**src/design/crsf_frame_receiver_assert.svh**
```systemverilog
// assertion macros used by the frame receiver datapath
`ifndef CRSF_FRAME_RECEIVER_ASSERT_SVH
`define CRSF_FRAME_RECEIVER_ASSERT_SVH

// same-cycle implication, checked outside reset
`define CRSF_ASSERT_IMP(lbl, ante, cons, msg) \
    lbl: assert property (@(posedge clk) disable iff (!rst_n) (ante) |-> (cons)) \
        else $error(msg);

// next-cycle implication, checked outside reset
`define CRSF_ASSERT_NEXT(lbl, ante, cons, msg) \
    lbl: assert property (@(posedge clk) disable iff (!rst_n) (ante) |=> (cons)) \
        else $error(msg);

`endif

```
**src/design/crsf_pkg.sv**
```systemverilog
// shared types and constants of the frame receiver
`timescale 1ns / 1ps
`default_nettype none
package crsf_pkg;

    localparam int FRAME_BYTES = 64;
    localparam int ADDR_W      = $clog2(FRAME_BYTES);
    localparam int LEN_CAP     = ((FRAME_BYTES < 64) ? FRAME_BYTES : 64) - 2;
    localparam int POS_W       = 6;
    localparam int PADDR_W     = 5;

    typedef enum logic [1:0] {
        ST_FRAME     = 2'd0,
        ST_BAD_START = 2'd1,
        ST_BAD_LEN   = 2'd2,
        ST_CRC_ERR   = 2'd3
    } status_t;

    typedef enum logic [2:0] {
        REG_SYNC    = 3'd0,
        REG_START_A = 3'd1,
        REG_START_B = 3'd2,
        REG_START_C = 3'd3,
        REG_MIN_LEN = 3'd4,
        REG_MAX_LEN = 3'd5,
        REG_POLY    = 3'd6
    } reg_idx_t;

    typedef enum logic [1:0] {
        WR_START = 2'd0,
        WR_LEN   = 2'd1,
        WR_DATA  = 2'd2
    } wr_sel_t;

    typedef struct packed {
        logic [7:0] sync_value;
        logic [7:0] start_value_a;
        logic [7:0] start_value_b;
        logic [7:0] start_value_c;
        logic [5:0] min_length_byte;
        logic [5:0] max_length_byte;
        logic [7:0] crc_polynomial;
    } cfg_t;

    // controller to datapath
    typedef struct packed {
        logic    wr_en;
        wr_sel_t wr_sel;
        logic    crc_step;
        logic    emit;
        status_t emit_status;
        logic    drain_issue;
    } cmd_t;

    // datapath to controller
    typedef struct packed {
        logic start_hit;
        logic len_ok;
        logic data_last;
        logic crc_match;
        logic drain_last;
        logic advance;
        logic slot_free;
    } sts_t;

endpackage
`default_nettype wire

```
**src/design/crsf_frame_receiver.sv**
```systemverilog
// frame receiver top: one received byte per transaction, crc-checked frame output
// a byte is taken when in_stall is low; a reject result is in the output register the next cycle
// after a good crc byte the frame drains one byte per cycle while the output does not stall,
// and input is held off until the whole stored frame has been drained
// input and output are parted by the output register and the buffer read stage
// async reset clears control state and loads register defaults; the buffer is not cleared
`timescale 1ns / 1ps
`default_nettype none
module crsf_frame_receiver (
    input  wire logic                        clk,
    input  wire logic                        rst_n,
    input  wire logic                        psel,
    input  wire logic                        penable,
    input  wire logic                        pwrite,
    input  wire logic [crsf_pkg::PADDR_W-1:0] paddr,
    input  wire logic [31:0]                 pwdata,
    output logic      [31:0]                 prdata,
    output logic                             pready,
    input  wire logic                        in_valid,
    output logic                             in_stall,
    input  wire logic [7:0]                  rx_byte,
    output logic                             out_valid,
    input  wire logic                        out_stall,
    output logic [1:0]                       status,
    output logic [7:0]                       frame_byte,
    output logic [crsf_pkg::POS_W-1:0]       byte_position,
    output logic [7:0]                       computed_crc,
    output logic                             last_of_run
);
    import crsf_pkg::*;

    cfg_t cfg;
    cmd_t cmd;
    sts_t sts;

    crsf_regs u_regs (
        .clk     (clk),
        .rst_n   (rst_n),
        .psel    (psel),
        .penable (penable),
        .pwrite  (pwrite),
        .paddr   (paddr),
        .pwdata  (pwdata),
        .prdata  (prdata),
        .pready  (pready),
        .cfg     (cfg)
    );

    crsf_ctrl u_ctrl (
        .clk      (clk),
        .rst_n    (rst_n),
        .in_valid (in_valid),
        .in_stall (in_stall),
        .sts      (sts),
        .cmd      (cmd)
    );

    crsf_dp u_dp (
        .clk           (clk),
        .rst_n         (rst_n),
        .cfg           (cfg),
        .cmd           (cmd),
        .sts           (sts),
        .rx_byte       (rx_byte),
        .out_valid     (out_valid),
        .out_stall     (out_stall),
        .status        (status),
        .frame_byte    (frame_byte),
        .byte_position (byte_position),
        .computed_crc  (computed_crc),
        .last_of_run   (last_of_run)
    );

endmodule
`default_nettype wire

```
**src/design/crsf_regs.sv**
```systemverilog
// apb configuration registers of the frame receiver
`timescale 1ns / 1ps
`default_nettype none
module crsf_regs (
    input  wire logic                        clk,
    input  wire logic                        rst_n,
    input  wire logic                        psel,
    input  wire logic                        penable,
    input  wire logic                        pwrite,
    input  wire logic [crsf_pkg::PADDR_W-1:0] paddr,
    input  wire logic [31:0]                 pwdata,
    output logic      [31:0]                 prdata,
    output logic                             pready,
    output crsf_pkg::cfg_t                   cfg
);
    import crsf_pkg::*;

    cfg_t     cfg_reg;
    logic     wr_en;
    reg_idx_t idx;

    assign pready = 1'b1;
    assign wr_en  = psel && penable && pwrite;
    assign idx    = reg_idx_t'(paddr[4:2]);
    assign cfg    = cfg_reg;

    always_ff @(posedge clk or negedge rst_n)
    begin
        if (!rst_n)
        begin
            cfg_reg.sync_value      <= 8'hC8;
            cfg_reg.start_value_a   <= 8'hEA;
            cfg_reg.start_value_b   <= 8'hEC;
            cfg_reg.start_value_c   <= 8'hEE;
            cfg_reg.min_length_byte <= 6'd2;
            cfg_reg.max_length_byte <= 6'd62;
            cfg_reg.crc_polynomial  <= 8'hD5;
        end
        else if (wr_en)
        begin
            unique case (idx)
                REG_SYNC:    cfg_reg.sync_value      <= pwdata[7:0];
                REG_START_A: cfg_reg.start_value_a   <= pwdata[7:0];
                REG_START_B: cfg_reg.start_value_b   <= pwdata[7:0];
                REG_START_C: cfg_reg.start_value_c   <= pwdata[7:0];
                REG_MIN_LEN: cfg_reg.min_length_byte <= pwdata[5:0];
                REG_MAX_LEN: cfg_reg.max_length_byte <= pwdata[5:0];
                REG_POLY:    cfg_reg.crc_polynomial  <= pwdata[7:0];
                default:     ;
            endcase
        end
    end

    always_comb
    begin
        unique case (idx)
            REG_SYNC:    prdata = {24'd0, cfg_reg.sync_value};
            REG_START_A: prdata = {24'd0, cfg_reg.start_value_a};
            REG_START_B: prdata = {24'd0, cfg_reg.start_value_b};
            REG_START_C: prdata = {24'd0, cfg_reg.start_value_c};
            REG_MIN_LEN: prdata = {26'd0, cfg_reg.min_length_byte};
            REG_MAX_LEN: prdata = {26'd0, cfg_reg.max_length_byte};
            REG_POLY:    prdata = {24'd0, cfg_reg.crc_polynomial};
            default:     prdata = 32'd0;
        endcase
    end

endmodule
`default_nettype wire

```
**src/design/crsf_ctrl.sv**
```systemverilog
// frame receiver controller: frame phase and drain sequencing
`timescale 1ns / 1ps
`default_nettype none
module crsf_ctrl (
    input  wire logic          clk,
    input  wire logic          rst_n,
    input  wire logic          in_valid,
    output logic               in_stall,
    input  crsf_pkg::sts_t     sts,
    output crsf_pkg::cmd_t     cmd
);
    import crsf_pkg::*;

    typedef enum logic [1:0] {
        S_IDLE,
        S_LENGTH,
        S_DATA,
        S_DRAIN
    } state_t;

    state_t state_reg;
    state_t state_next;
    logic   accept;

    assign in_stall = (state_reg == S_DRAIN) || !sts.slot_free;
    assign accept   = in_valid && !in_stall;

    always_comb
    begin
        cmd             = '0;
        cmd.wr_sel      = WR_START;
        cmd.emit_status = ST_FRAME;
        state_next      = state_reg;
        unique case (state_reg)
            S_IDLE:
            begin
                if (accept)
                begin
                    if (sts.start_hit)
                    begin
                        cmd.wr_en  = 1'b1;
                        cmd.wr_sel = WR_START;
                        state_next = S_LENGTH;
                    end
                    else
                    begin
                        cmd.emit        = 1'b1;
                        cmd.emit_status = ST_BAD_START;
                    end
                end
            end
            S_LENGTH:
            begin
                if (accept)
                begin
                    if (sts.len_ok)
                    begin
                        cmd.wr_en  = 1'b1;
                        cmd.wr_sel = WR_LEN;
                        state_next = S_DATA;
                    end
                    else
                    begin
                        cmd.emit        = 1'b1;
                        cmd.emit_status = ST_BAD_LEN;
                        state_next      = S_IDLE;
                    end
                end
            end
            S_DATA:
            begin
                if (accept)
                begin
                    cmd.wr_en  = 1'b1;
                    cmd.wr_sel = WR_DATA;
                    if (!sts.data_last)
                    begin
                        cmd.crc_step = 1'b1;
                    end
                    else if (sts.crc_match)
                    begin
                        state_next = S_DRAIN;
                    end
                    else
                    begin
                        cmd.emit        = 1'b1;
                        cmd.emit_status = ST_CRC_ERR;
                        state_next      = S_IDLE;
                    end
                end
            end
            S_DRAIN:
            begin
                // one stored byte per cycle whenever the output side moves
                cmd.drain_issue = sts.advance;
                if (sts.advance && sts.drain_last)
                begin
                    state_next = S_IDLE;
                end
            end
            default:
            begin
                state_next = S_IDLE;
            end
        endcase
    end

    always_ff @(posedge clk or negedge rst_n)
    begin
        if (!rst_n)
        begin
            state_reg <= S_IDLE;
        end
        else
        begin
            state_reg <= state_next;
        end
    end

endmodule
`default_nettype wire

```
**src/design/crsf_dp.sv**
```systemverilog
// frame receiver datapath: crc, counters, frame buffer and output register
`timescale 1ns / 1ps
`default_nettype none
`include "crsf_frame_receiver_assert.svh"
module crsf_dp (
    input  wire logic                        clk,
    input  wire logic                        rst_n,
    input  crsf_pkg::cfg_t                   cfg,
    input  crsf_pkg::cmd_t                   cmd,
    output crsf_pkg::sts_t                   sts,
    input  wire logic [7:0]                  rx_byte,
    output logic                             out_valid,
    input  wire logic                        out_stall,
    output logic [1:0]                       status,
    output logic [7:0]                       frame_byte,
    output logic [crsf_pkg::POS_W-1:0]       byte_position,
    output logic [7:0]                       computed_crc,
    output logic                             last_of_run
);
    import crsf_pkg::*;

    function automatic logic [7:0] crc8_step(input logic [7:0] crc,
                                             input logic [7:0] b,
                                             input logic [7:0] poly);
        logic [7:0] c;
        c = crc ^ b;
        for (int i = 0; i < 8; i++)
        begin
            c = c[7] ? ({c[6:0], 1'b0} ^ poly) : {c[6:0], 1'b0};
        end
        return c;
    endfunction

    logic [7:0]        mem [FRAME_BYTES];

    logic [POS_W-1:0]  count_reg;
    logic [POS_W-1:0]  len_reg;
    logic [7:0]        crc_reg;
    logic [ADDR_W-1:0] rd_idx_reg;

    logic              rd_vld_reg;
    logic [7:0]        rd_byte_reg;
    logic [POS_W-1:0]  rd_pos_reg;
    logic              rd_last_reg;

    logic              out_valid_reg;
    status_t           status_reg;
    logic [7:0]        byte_reg;
    logic [POS_W-1:0]  pos_reg;
    logic [7:0]        crc_out_reg;
    logic              last_reg;

    logic [POS_W-1:0]  cnt_inc;
    logic [POS_W-1:0]  end_pos;
    logic [ADDR_W-1:0] wr_addr;
    logic              advance;
    logic [POS_W-1:0]  emit_pos;
    logic [7:0]        emit_crc;

    assign cnt_inc = count_reg + POS_W'(1);
    assign end_pos = len_reg + POS_W'(1);
    assign advance = !out_valid_reg || !out_stall;

    assign sts.start_hit  = (rx_byte == cfg.sync_value) || (rx_byte == cfg.start_value_a)
                         || (rx_byte == cfg.start_value_b) || (rx_byte == cfg.start_value_c);
    assign sts.len_ok     = (rx_byte != 8'd0)
                         && (rx_byte >= {2'b00, cfg.min_length_byte})
                         && (rx_byte <= {2'b00, cfg.max_length_byte})
                         && (rx_byte <= 8'(LEN_CAP));
    assign sts.data_last  = (cnt_inc >= len_reg);
    assign sts.crc_match  = (rx_byte == crc_reg);
    assign sts.drain_last = (rd_idx_reg == ADDR_W'(end_pos));
    assign sts.advance    = advance;
    // the output register takes a reject only when no drained byte is queued
    assign sts.slot_free  = advance && !rd_vld_reg;

    always_comb
    begin
        unique case (cmd.wr_sel)
            WR_START: wr_addr = ADDR_W'(0);
            WR_LEN:   wr_addr = ADDR_W'(1);
            WR_DATA:  wr_addr = ADDR_W'(count_reg + POS_W'(2));
            default:  wr_addr = ADDR_W'(0);
        endcase
    end

    always_comb
    begin
        unique case (cmd.emit_status)
            ST_BAD_START: emit_pos = POS_W'(0);
            ST_BAD_LEN:   emit_pos = POS_W'(1);
            ST_CRC_ERR:   emit_pos = end_pos;
            default:      emit_pos = POS_W'(0);
        endcase
        emit_crc = (cmd.emit_status == ST_CRC_ERR) ? crc_reg : 8'd0;
    end

    // frame buffer: one write port, registered read for the drain
    always_ff @(posedge clk)
    begin
        if (cmd.wr_en)
        begin
            mem[wr_addr] <= rx_byte;
        end
        if (cmd.drain_issue)
        begin
            rd_byte_reg <= mem[rd_idx_reg];
            rd_pos_reg  <= POS_W'(rd_idx_reg);
            rd_last_reg <= sts.drain_last;
        end
    end

    always_ff @(posedge clk or negedge rst_n)
    begin
        if (!rst_n)
        begin
            count_reg     <= '0;
            len_reg       <= '0;
            crc_reg       <= '0;
            rd_idx_reg    <= '0;
            rd_vld_reg    <= 1'b0;
            out_valid_reg <= 1'b0;
        end
        else
        begin
            if (cmd.wr_en && (cmd.wr_sel == WR_LEN))
            begin
                len_reg    <= rx_byte[POS_W-1:0];
                count_reg  <= '0;
                crc_reg    <= '0;
                rd_idx_reg <= '0;
            end
            else if (cmd.wr_en && (cmd.wr_sel == WR_DATA))
            begin
                count_reg <= cnt_inc;
                if (cmd.crc_step)
                begin
                    crc_reg <= crc8_step(crc_reg, rx_byte, cfg.crc_polynomial);
                end
            end
            if (cmd.drain_issue)
            begin
                rd_idx_reg <= rd_idx_reg + ADDR_W'(1);
            end
            if (advance)
            begin
                out_valid_reg <= rd_vld_reg || cmd.emit;
                rd_vld_reg    <= cmd.drain_issue;
            end
        end
    end

    always_ff @(posedge clk)
    begin
        if (advance)
        begin
            if (rd_vld_reg)
            begin
                status_reg  <= ST_FRAME;
                byte_reg    <= rd_byte_reg;
                pos_reg     <= rd_pos_reg;
                crc_out_reg <= 8'd0;
                last_reg    <= rd_last_reg;
            end
            else if (cmd.emit)
            begin
                status_reg  <= cmd.emit_status;
                byte_reg    <= rx_byte;
                pos_reg     <= emit_pos;
                crc_out_reg <= emit_crc;
                last_reg    <= 1'b1;
            end
        end
    end

    assign out_valid     = out_valid_reg;
    assign status        = status_reg;
    assign frame_byte    = byte_reg;
    assign byte_position = pos_reg;
    assign computed_crc  = crc_out_reg;
    assign last_of_run   = last_reg;

    `CRSF_ASSERT_IMP(a_emit_no_queued, cmd.emit, !rd_vld_reg && advance, "reject while drain byte queued")
    `CRSF_ASSERT_IMP(a_issue_moves, cmd.drain_issue, advance, "drain read while output blocked")
    `CRSF_ASSERT_IMP(a_crc_not_last, cmd.crc_step, !sts.data_last, "crc taken over check byte")
    `CRSF_ASSERT_NEXT(a_last_queued, cmd.drain_issue && sts.drain_last, rd_vld_reg && rd_last_reg, "final drain byte lost")

endmodule
`default_nettype wire
```
**config.mk**
```make
export PLATFORM = sky130hd
export DESIGN_NAME = crsf_frame_receiver
export DESIGN_NICKNAME = d
export VERILOG_FILES = /design/src/design/crsf_pkg.sv /design/src/design/crsf_frame_receiver.sv /design/src/design/crsf_regs.sv /design/src/design/crsf_ctrl.sv /design/src/design/crsf_dp.sv
export VERILOG_INCLUDE_DIRS = /design/src /design/src/design
export SDC_FILE = /design/constraint.sdc
export NUM_CORES = 1
export LEC_CHECK = 0
export CAP_MARGIN = 20
export CORE_MARGIN = 2
export CORE_UTILIZATION = 50
export CTS_BUF_LIST = sky130_fd_sc_hd__clkbuf_4 sky130_fd_sc_hd__clkbuf_8
export CTS_CLUSTER_DIAMETER = 120
export CTS_CLUSTER_SIZE = 25
export DETAILED_ROUTE_END_ITERATION = 10
export DONT_BUFFER_PORTS = 1
export PLACE_DENSITY = 0.71
export SYNTH_ARGS = -nofsm -noshare
export SYNTH_HDL_FRONTEND = slang
export SYNTH_SLANG_ARGS = --single-unit
```
**constraint.sdc**
```tcl
create_clock -name clk -period 4.2 [get_ports clk]
set_clock_uncertainty 0.05 [all_clocks]
set_input_delay 0.21 -clock clk [delete_from_list [all_inputs] [get_ports clk]]
set_output_delay 0.21 -clock clk [all_outputs]
set_load 0.005 [all_outputs]
```
-- Word level (Yosys, flattened, before mapping)
Memories as Yosys holds them, arrays and structs flattened. A register that Yosys moved wholly into a read port is not among the register bits.
Cells that the tools add are included.
- input bits: 52
- logic and storage cells: 156
- bits in registers: 114
- memories: 1
- RAM bits: 512
- order comparisons: 4
- reductions and logical operators: 38
- equality and inequality tests: 25
- bitwise logic cells: 9
- add/sub/neg operators: 4
- mux-type cells: 54
- memories (memory ; words ; width ; rd ports ; clocked after Yosys merged registers in ; write ports ; RTL line ; source):
    u_dp.mem ; 64 ; 8 ; 1 ; 1 ; 1 ; crsf_dp.sv:34 ; logic [7:0] mem [FRAME_BYTES];
- operator list (operator ; count):
    $mux W8 ; 15
    $xor A8 B8 Y8 ; 9
    $pmux W8 S7 ; 1
    $eq A8 B8 Y1 ; 5
    $mux W6 ; 6
    $mux W3 ; 10
    $pmux W6 S2 ; 2
    $add A6 B1 Y6 const B ; 3
    $mux W2 ; 9
    $pmux W3 S3 ; 2
    $reduce_and A2 Y1 ; 9
    $eq A2 B2 Y1 const B ; 5
    $logic_and A1 B1 Y1 ; 10
    $eq A3 B3 Y1 const B ; 3
    $ge A8 B6 Y1 ; 1
    $le A8 B6 Y1 ; 1
    $le A8 B6 Y1 const B ; 1
    $ne A2 B1 Y1 const B ; 4
    $pmux W2 S4 ; 1
    $reduce_bool A2 Y1 ; 4
    $reduce_bool A8 Y1 ; 1
    $mux W1 ; 7
    $mux W7 ; 1
    $add A6 B2 Y6 const B ; 1
    other kinds (11) ; 23

-- Longest topological paths before layout
Gate-level depths: netlist of run 1.
- depth after elaboration: 20
- gate-level depth with buffers: 19
- depth with buffers taken out: 17

-- Modules after synthesis
A second synthesis of run 1 with hierarchy kept.
- cell total of the unflattened synthesis: 1615
- area, all modules: 27880.5 sq um
- modules (own cells, without submodules) (module ; instances ; area each (sq um) ; cells an instance):
    crsf_dp ; 1 ; 24930.2 ; 1375
    crsf_regs ; 1 ; 2722.6 ; 211
    crsf_ctrl ; 1 ; 227.7 ; 29

-- Worst setup path before layout of run 1
Ideal clock, no wire load.
- kind: input to register
- start: input rx_byte[0]
- end: memory u_dp.mem[45][0] (enable)
- path buffers: 2
- arrival: 3.610 ns
- stages on the path: 18
- slack: 0.169 ns
- required time: 3.780 ns
- path through: clkbuf_1 inv_1 ha_1 nand2b_1 a21o_1 a21o_1 a21o_1 a21o_1 a21oi_1 nor4_1 and3_1 inv_1 ha_1 clkbuf_1 a21oi_1 nor3_1 nand4_1 nor2_1
- cells in the longest elaborated chain, start to end: 9
- elaborated cells on any way between the ends: 24
- those cells by class: 3 x order compare; 6 x eq/ne; 8 x mux; 7 x reduce/logical
- RTL lines (what ; RTL line ; source):
    from (decl) ; crsf_frame_receiver.sv:21 ; input wire logic [7:0] rx_byte,
    $ge A8 B6 Y1 (tied with other cells) ; crsf_dp.sv:67 ; && (rx_byte >= {2'b00, cfg.min_length_byte})
    $logic_and A1 B1 Y1 or $logic_or A1 B1 Y1 (tied branches) ; crsf_dp.sv:67, crsf_dp.sv:64 ;
    $logic_and A1 B1 Y1 or $logic_or A1 B1 Y1 (tied branches) ; crsf_dp.sv:68, crsf_dp.sv:65 ;
    $logic_and A1 B1 Y1 or $logic_or A1 B1 Y1 (tied branches) ; crsf_dp.sv:69, crsf_dp.sv:65 ;
    $mux W3, on equally long branches ; crsf_ctrl.sv:56, crsf_ctrl.sv:39 ;
    $mux W3, on equally long branches ; crsf_ctrl.sv:54, crsf_ctrl.sv:37 ;
    $pmux W3 S3 (*) ; crsf_ctrl.sv:34 ; unique case (state_reg)
    $eq A2 B2 Y1 (tied with other cells) ; crsf_dp.sv:79 ; unique case (cmd.wr_sel)
    $pmux W6 S2 or $mux W1 (tied branches) ; crsf_dp.sv:79, crsf_dp.sv:103 ;
    to (decl) ; crsf_dp.sv:34 ;
Mark *: on every way between the ends. The rest lies on a longest branch, timed or not.

-- Worst setup path in the final report of run 1
- start: register u_regs.cfg_reg (netlist bit u_regs.cfg[9])
- end: memory u_dp.mem[58][0] (enable)
- cells in the longest elaborated chain, start to end: 8
- elaborated cells on any way between the ends: 11
- those cells by class: 1 x order compare; 2 x eq/ne; 6 x mux; 2 x reduce/logical
- RTL lines (what ; RTL line ; source):
    from (decl) ; crsf_regs.sv:18 ; cfg_t cfg_reg;
    $le A8 B6 Y1 (*) ; crsf_dp.sv:68 ; && (rx_byte <= {2'b00, cfg.max_length_byte})
    $logic_and A1 B1 Y1 (*) ; crsf_dp.sv:68 ;
    $logic_and A1 B1 Y1 (*) ; crsf_dp.sv:69 ; && (rx_byte <= 8'(LEN_CAP));
    $mux W3 (*) ; crsf_ctrl.sv:56 ; if (sts.len_ok)
    $mux W3 (*) ; crsf_ctrl.sv:54 ; if (accept)
    $pmux W3 S3 (*) ; crsf_ctrl.sv:34 ;
    $eq A2 B2 Y1 (tied with other cells) ; crsf_dp.sv:79 ;
    $pmux W6 S2 or $mux W1 (tied branches) ; crsf_dp.sv:79, crsf_dp.sv:103 ;
Marked as above.

==> results of run 1 <==
-- layout by cell type (no fill, tap or decap), types with 7 or more instances in the layout --
cell,instances
sky130_fd_sc_hd__mux2_2,54
sky130_fd_sc_hd__xnor2_1,57
sky130_fd_sc_hd__buf_6,11
sky130_fd_sc_hd__dlygate4sd3_1,39
sky130_fd_sc_hd__and3_1,10
sky130_fd_sc_hd__a21o_1,7
sky130_fd_sc_hd__nand2_1,99
sky130_fd_sc_hd__inv_1,31
sky130_fd_sc_hd__nand3_1,38
sky130_fd_sc_hd__o21ai_0,55
sky130_fd_sc_hd__o21ai_1,8
sky130_fd_sc_hd__clkbuf_8,29
sky130_fd_sc_hd__nor3_1,10
sky130_fd_sc_hd__dfstp_2,30
sky130_fd_sc_hd__dfrtp_1,49
sky130_fd_sc_hd__mux4_2,173
sky130_fd_sc_hd__buf_12,9
sky130_fd_sc_hd__and2_1,11
sky130_fd_sc_hd__nand4_1,16
sky130_fd_sc_hd__nor4_1,9
sky130_fd_sc_hd__edfxtp_1,552
sky130_fd_sc_hd__clkbuf_4,10
sky130_fd_sc_hd__buf_4,102
sky130_fd_sc_hd__xnor3_1,9
sky130_fd_sc_hd__nor2_2,8
sky130_fd_sc_hd__conb_1,25
sky130_fd_sc_hd__nand2b_1,11
sky130_fd_sc_hd__xor2_1,29
sky130_fd_sc_hd__nor2b_1,9
sky130_fd_sc_hd__ha_1,23
sky130_fd_sc_hd__nor2_1,90
sky130_fd_sc_hd__a21oi_1,19
sky130_fd_sc_hd__buf_16,12
-- cell families (layout without fill, tap and decap cells) --
kind of cell | after synthesis | count (layout) | share of synthesized area
AOI/OAI and AO/OA | 144 | 144 | 0.0336
and+or+nand+nor | 340 | 340 | 0.0574
DFF | 634 | 634 | 0.674
xor gates and xnor gates | 99 | 99 | 0.0366
other | 2 | 27 | 0.000271
muxes | 232 | 232 | 0.164
adders and majority gates | 24 | 24 | 0.0108
buffers and inverters | 143 | 247 | 0.0235
-- critical path, cell delays in order (launching register included) --
cell	delay (ps)
sky130_fd_sc_hd__dfstp_2	550
sky130_fd_sc_hd__inv_1	70
sky130_fd_sc_hd__ha_1	280
sky130_fd_sc_hd__nor2b_1	130
sky130_fd_sc_hd__o21a_1	160
sky130_fd_sc_hd__o21a_1	160
sky130_fd_sc_hd__o21a_1	170
sky130_fd_sc_hd__o21ai_1	140
sky130_fd_sc_hd__a32oi_1	70
sky130_fd_sc_hd__nor4_1	250
sky130_fd_sc_hd__buf_4	170
sky130_fd_sc_hd__and3_1	170
sky130_fd_sc_hd__ha_1	290
sky130_fd_sc_hd__nand2b_4	210
sky130_fd_sc_hd__nor3_2	190
sky130_fd_sc_hd__nand2_1	150
sky130_fd_sc_hd__buf_4	210
sky130_fd_sc_hd__nor2_1	160
sky130_fd_sc_hd__buf_6	170
-- stage by stage --
step           setup WS, ps  cells  utilization  area, um^2
2_1_floorplan           169   1641            -       27800
3_3_place_gp            142   2399        0.532       29200
3_5_place_dp           61.1   2399        0.532       29200
4_1_cts                53.3   2490        0.553       30400
5_1_grt               -40.1   2493        0.557       30600
6_report                164   2495        0.557       30600
-- layout make-up --
| cell class | instances | area [um^2] |
|---|---|---|
| fillers | 4182 | 24400 |
| inverters | 31 | 116 |
| clock inverters | 3 | 31.3 |
| repair buffers | 174 | 1800 |
| multi-input cells | 864 | 8570 |
| diodes | 2 | 5.00 |
| flip-flops and latches | 634 | 18700 |
| well taps | 748 | 936 |
| clock buffers | 39 | 474 |
-- worst min-delay path by stage --
stage,startpoint,end,depth (start not counted)
finish,rst_n,u_regs.cfg[1],2
global route,rst_n,u_regs.cfg[1],2
CTS,psel,u_regs.cfg[29],3
detailed placement,rst_n,u_regs.cfg[29],0
global placement,rst_n,u_regs.cfg[1],0
floorplan,rst_n,u_ctrl.state_reg[0],0
-- routing by layer --
layer  track usage  share of wire  wire (um)  up-vias
met5             0              0          0        -
met4        0.0549          0.027       1680        0
met3        0.0260          0.061       3780       97
met2         0.353           0.48      29900      564
met1         0.326           0.43      26800     7769
li1              -              -          -     6474
-- what timing repair did --
action                                  4_1_cts  5_1_grt
endpoints found under the setup margin        0      467
hold endpoints to repair                    668        3
gates resized for setup                       0       38
hold buffers                                 49        1
-- power breakdown --
group	internal (uW)	switching, uW
sequential	7010	139
clock	739	1780
combinational	788	810
total	8540	2730
==> flow_metrics.py, run 1 <==
metrics = {
    "worst_hold_path": {
        "worst_hold_path_type": "input port to asynchronous set/reset pin",
    },
    "route": {
        "dr_total_vias": 14904,
        "drtIter0Drc": 1768,
        "routed_wl_per_cell_um": 24.9,
        "route.detailed.drc": 0,
        "avgViaCountPerCell": 5.97,
        "drt-total-wl_mm": 62.2,
        "ant_nets": 0,
        "drt_pre_antenna_iters": 5,
    },
    "placed_design": {
        "place_congestion": 0.853,
        "place.detailed.hpwl_mm": 38.4,
        "port_buffers": 0,
    },
    "clock_network": {
        "clock_tree_from_tritoncts": "yes",
        "numCtsBuffers": 29,
        "htree_levels": 1,
        "max-clock-path-buffers": 3,
        "cts.clk_slew.worst_paths_ps": 150,
        "root_buffer": "sky130_fd_sc_hd__clkbuf_8",
        "clock-sinks": 634,
        "clk-insertion-delay-late_ps": 710,
        "post-cts-setup-buffer-count": 0,
    },
    "global_routing": {
        "grt_pass1_wl_mm": 94.0,
        "grt_max_degree": 89,
        "number_of_antenna_violations_at_the_first_check_in_global_routing": 6,
        "gr-total-overflow": 0,
        "first_global_vias": 14749,
        "gr_usage_total": 0.220,
    },
    "pwr": {
        "power_density_of_the_placed_cells_nw_per_um2": 368,
        "ir_drop_worst_vdd_mv": 0.311,
        "power.static_leakage_uw": 0.00996,
        "finalPower_uw": 11300,
    },
    "sta": {
        "max_slew_margin": 0.389,
        "timing_hold_violations_final": 0,
        "timing.final.setup_violations": 0,
        "achievable-frequency_mhz": 248,
        "worst_pin_slew_ps": 913,
        "rsz0062_at_grt": "true",
        "worst_hold_slack_ps": 43.2,
        "drv_slew": 0,
        "timing.setup.tns_ps": 0,
        "final_min_period_over_clock_period": 0.961,
        "final.min_clock_period_ps": 4040,
    },
    "worst_setup_path": {
        "crit_required_ps": 4570,
        "timing.critical_path.from": "u_regs.cfg[9]",
        "critPathKind": "flip-flop to flip-flop",
        "regToRegEndpoint": "u_dp.mem[58][0]",
        "reg2regPathDepth": 18,
        "cp-endpoint": "u_dp.mem[58][0]",
        "rr_startpoint": "u_regs.cfg[9]",
        "startpoint_type": "flip-flop",
        "crit_path_end_kind": "flip-flop",
        "crit_path_max_fanout": 8,
        "r2r_setup_slack_ps": 160,
        "timing.critical_path.arrival_ps": 4400,
    },
    "floorplan": {
        "initial_utilization": 0.504,
        "fp.dieH_um": 239,
        "io_pins": 112,
        "design.core.area_um2": 55000,
        "die_w_um": 239,
        "floorplan.die_area_um2": 57300,
        "num_rows": 86,
    },
    "synth": {
        "synth-warning-count": 0,
        "postSynth.topFlopCell": "sky130_fd_sc_hd__edfxtp_1",
        "synth_edf_count": 552,
        "post_synth_inst_count": 1618,
        "ys_async_sr_fraction": 0.129,
        "synth_area_leader_cell": "sky130_fd_sc_hd__edfxtp_1",
        "synth_common_cells": "sky130_fd_sc_hd__edfxtp_1, sky130_fd_sc_hd__mux4_2, sky130_fd_sc_hd__nand2_1, sky130_fd_sc_hd__nor2_1, sky130_fd_sc_hd__clkbuf_1",
        "postSynthRegisterBits": 634,
        "synthDominantCellAreaShare": 0.598,
        "mappedNetlistArea_um2": 27700,
        "synth.lib_cells_used.distinct": 65,
        "synth_top_cells_by_area": "sky130_fd_sc_hd__edfxtp_1, sky130_fd_sc_hd__mux4_2, sky130_fd_sc_hd__dfrtp_1",
        "synth_area_per_cell_um2": 17.1,
        "seq_area_frac_synth": 0.674,
        "yosysMostFrequentCell": "sky130_fd_sc_hd__edfxtp_1",
    },
    "final_layout": {
        "nets": 1810,
        "drive_gt1_frac": 0.270,
        "largest_register_ffs": 512,
        "area_delta_synth_final_pct": 10.4,
    },
    "run_status": {
        "result_of_the_run": "completed",
    },
    "job": {
        "max_cap_violations": 0,
    },
}
Power figures use the tool's default switching activity.
==> inputs of run 2 (changes only) <==
--- a/config.mk
+++ b/config.mk
@@ -14,7 +14,7 @@
 export CTS_CLUSTER_SIZE = 25
 export DETAILED_ROUTE_END_ITERATION = 10
 export DONT_BUFFER_PORTS = 1
-export PLACE_DENSITY = 0.71
+export PLACE_DENSITY = 0.68
 export SYNTH_ARGS = -nofsm -noshare
 export SYNTH_HDL_FRONTEND = slang
 export SYNTH_SLANG_ARGS = --single-unit
==> constraint.sdc (replaced) <==
create_clock -name clk -period 5 [get_ports clk]
set_clock_uncertainty 0.05 [all_clocks]
set_input_delay 0.25 -clock clk [delete_from_list [all_inputs] [get_ports clk]]
set_output_delay 0.25 -clock clk [all_outputs]
set_load 0.005 [all_outputs]
==> run 2 against run 1 <==
  * Clock-buffer cell count unchanged
  * Global-route usage decreased by 0.33 points
  * Sequential share of layout area increased by 1.2 points
  * Final area decreased by 2.0%
  * Clock power decreased by 16%
  * Non-clock buffer count decreased by 45
  * Power decreased by 17%
  * Critical path depth increased by 1
  * Routed wire length decreased by 1.3%
  * Critical path type is now input port to flip-flop
  * Largest power group unchanged
==> flow_metrics.py, run 2 (same netlist as run 1, synthesis figures left out) <==
metrics = {
    "run_status": {
        "result_of_the_run": "completed",
    },
    "route": {
        "route.detailed.drc": 0,
        "drtIter0Drc": 1528,
        "drt_pre_antenna_iters": 5,
        "dr_total_vias": 14661,
        "routed_wl_per_cell_um": 25.1,
        "avgViaCountPerCell": 5.99,
        "ant_nets": 0,
        "drt-total-wl_mm": 61.4,
    },
    "final_layout": {
        "area_delta_synth_final_pct": 8.24,
        "nets": 1765,
        "largest_register_ffs": 512,
        "layout.cells.most_common": "sky130_fd_sc_hd__edfxtp_1",
        "drive_gt1_frac": 0.241,
        "diodes": 0,
        "layout_common_cells": "sky130_fd_sc_hd__edfxtp_1, sky130_fd_sc_hd__mux4_2, sky130_fd_sc_hd__nand2_1",
    },
    "clock_network": {
        "clock-sinks": 634,
        "root_buffer": "sky130_fd_sc_hd__clkbuf_8",
        "numCtsBuffers": 29,
        "max-clock-path-buffers": 3,
        "cts_hold_buf": 45,
        "post-cts-setup-buffer-count": 0,
        "clock_tree_from_tritoncts": "yes",
        "postCtsResizedCells": 0,
        "htree_levels": 1,
        "clk-insertion-delay-late_ps": 710,
        "cts.clk_slew.worst_paths_ps": 150,
    },
    "global_routing": {
        "first_global_vias": 14262,
        "number_of_antenna_violations_at_the_first_check_in_global_routing": 4,
        "grt_pass1_wl_mm": 92.2,
        "gr_usage_total": 0.217,
        "grt_max_degree": 83,
        "gr-total-overflow": 0,
    },
    "worst_setup_path": {
        "crit_path_max_fanout": 65,
        "crit_required_ps": 5360,
        "startpoint_type": "input port",
        "timing.critical_path.arrival_ps": 5010,
        "crit_path_end_kind": "flip-flop",
        "critPathKind": "input port to flip-flop",
    },
    "sta": {
        "final.min_clock_period_ps": 4650,
        "worst_slack_ps": 350,
        "rsz0062_at_grt": "false",
        "timing.final.setup_violations": 0,
        "timing.setup.tns_ps": 0,
        "final_min_period_over_clock_period": 0.930,
        "achievable-frequency_mhz": 215,
        "timing_hold_violations_final": 0,
        "drv_slew": 0,
        "worst_pin_slew_ps": 998,
        "max_slew_margin": 0.334,
    },
    "placed_design": {
        "pre_cts_slack_ps": 450,
        "place.detailed.hpwl_mm": 37.0,
        "place_congestion": 0.826,
        "port_buffers": 0,
    },
    "floorplan": {
        "die_w_um": 239,
        "design.core.area_um2": 55000,
        "initial_utilization": 0.504,
        "floorplan.die_area_um2": 57300,
        "num_rows": 86,
        "io_pins": 112,
        "fp.dieH_um": 239,
    },
    "pwr": {
        "finalPower_uw": 9350,
        "power_density_of_the_placed_cells_nw_per_um2": 312,
        "ir_drop_worst_vdd_mv": 0.247,
        "power.static_leakage_uw": 0.00967,
    },
    "worst_hold_path": {
        "worst_hold_path_type": "input port to flip-flop",
    },
    "job": {
        "max_cap_violations": 0,
    },
}
run 2: changes by cell type in the layout (fill, tap and decap cells not counted), moves of 4 or more:
cell	before	now
sky130_fd_sc_hd__buf_12	9	3
sky130_fd_sc_hd__buf_4	102	80
sky130_fd_sc_hd__buf_6	11	0
sky130_fd_sc_hd__nor2_1	90	98
sky130_fd_sc_hd__nor2_2	8	0
sky130_fd_sc_hd__nor3_1	10	14
run 2: layer usage:
metal / routed length, um / vias up / part of all wire / track usage
met5: 0 / - / 0 / 0
met4: 1000 / 0 / 0.016 / 0.0366
met3: 3760 / 62 / 0.061 / 0.0259
met2: 29900 / 499 / 0.49 / 0.351
met1: 26700 / 7706 / 0.44 / 0.326
li1: - / 6394 / - / -
run 2: power by group:
| group | leakage (uW) | total [uW] | switching (uW) | internal (uW) |
|---|---|---|---|---|
| combinational | 0.00344 | 1220 | 643 | 578 |
| clock | 0.000265 | 2110 | 1490 | 622 |
| sequential | 0.00597 | 6010 | 127 | 5890 |
run 2: worst max-delay path, cell delays in order:
cell,delay [ps]
sky130_fd_sc_hd__dlygate4sd3_1,650
sky130_fd_sc_hd__buf_16,290
sky130_fd_sc_hd__inv_1,180
sky130_fd_sc_hd__ha_1,310
sky130_fd_sc_hd__nand2b_1,140
sky130_fd_sc_hd__a21o_1,180
sky130_fd_sc_hd__a21o_1,170
sky130_fd_sc_hd__a21o_1,180
sky130_fd_sc_hd__a21o_1,190
sky130_fd_sc_hd__a21oi_1,140
sky130_fd_sc_hd__nor4_1,90
sky130_fd_sc_hd__and3_1,190
sky130_fd_sc_hd__inv_1,90
sky130_fd_sc_hd__ha_1,310
sky130_fd_sc_hd__a21oi_1,130
sky130_fd_sc_hd__nor3_1,370
sky130_fd_sc_hd__nand2_1,500
sky130_fd_sc_hd__nor2_1,350
sky130_fd_sc_hd__buf_4,220
run 2: worst paths after layout:
| path | from | endpoint | slack (ps) | depth (start not counted) |
|---|---|---|---|---|
| hold reg to reg | u_dp.rd_last_reg | u_dp.last_of_run | 470 | 1 |
| hold / removal | pwrite | u_regs.cfg[12] | 70 | 4 |
| min in group asynchronous | rst_n | u_dp.crc_reg[5] | 110 | 2 |
| max in group asynchronous | rst_n | u_dp.rd_idx_reg[0] | 4420 | 2 |
| setup / recovery | rx_byte[0] | u_dp.mem[33][5] | 350 | 19 |
| setup reg to reg | u_regs.cfg[9] | u_dp.mem[32][1] | 420 | 18 |
run 2: cell type report:
class                      instances  area, um^2
fill                            4265       25000
sequential                       634       18700
multi-input combinational        864        8480
timing repair buffer             129        1280
tap                              748         936
clock buffer                      39         474
inverter                          31         116
clock inverter                     3        27.5
run 2: per-stage QoR:
stage / hold WS (ps) / cells / utilization / instance area (um^2)
3_3_place_gp: -92.5 / 2360 / 0.525 / 28900
4_1_cts: 8.77 / 2447 / 0.545 / 30000
3_5_place_dp: -92.3 / 2360 / 0.525 / 28900
6_report: 73.6 / 2448 / 0.546 / 30000
2_1_floorplan: -95.6 / 1641 / - / 27800
5_1_grt: 41.1 / 2448 / 0.546 / 30000
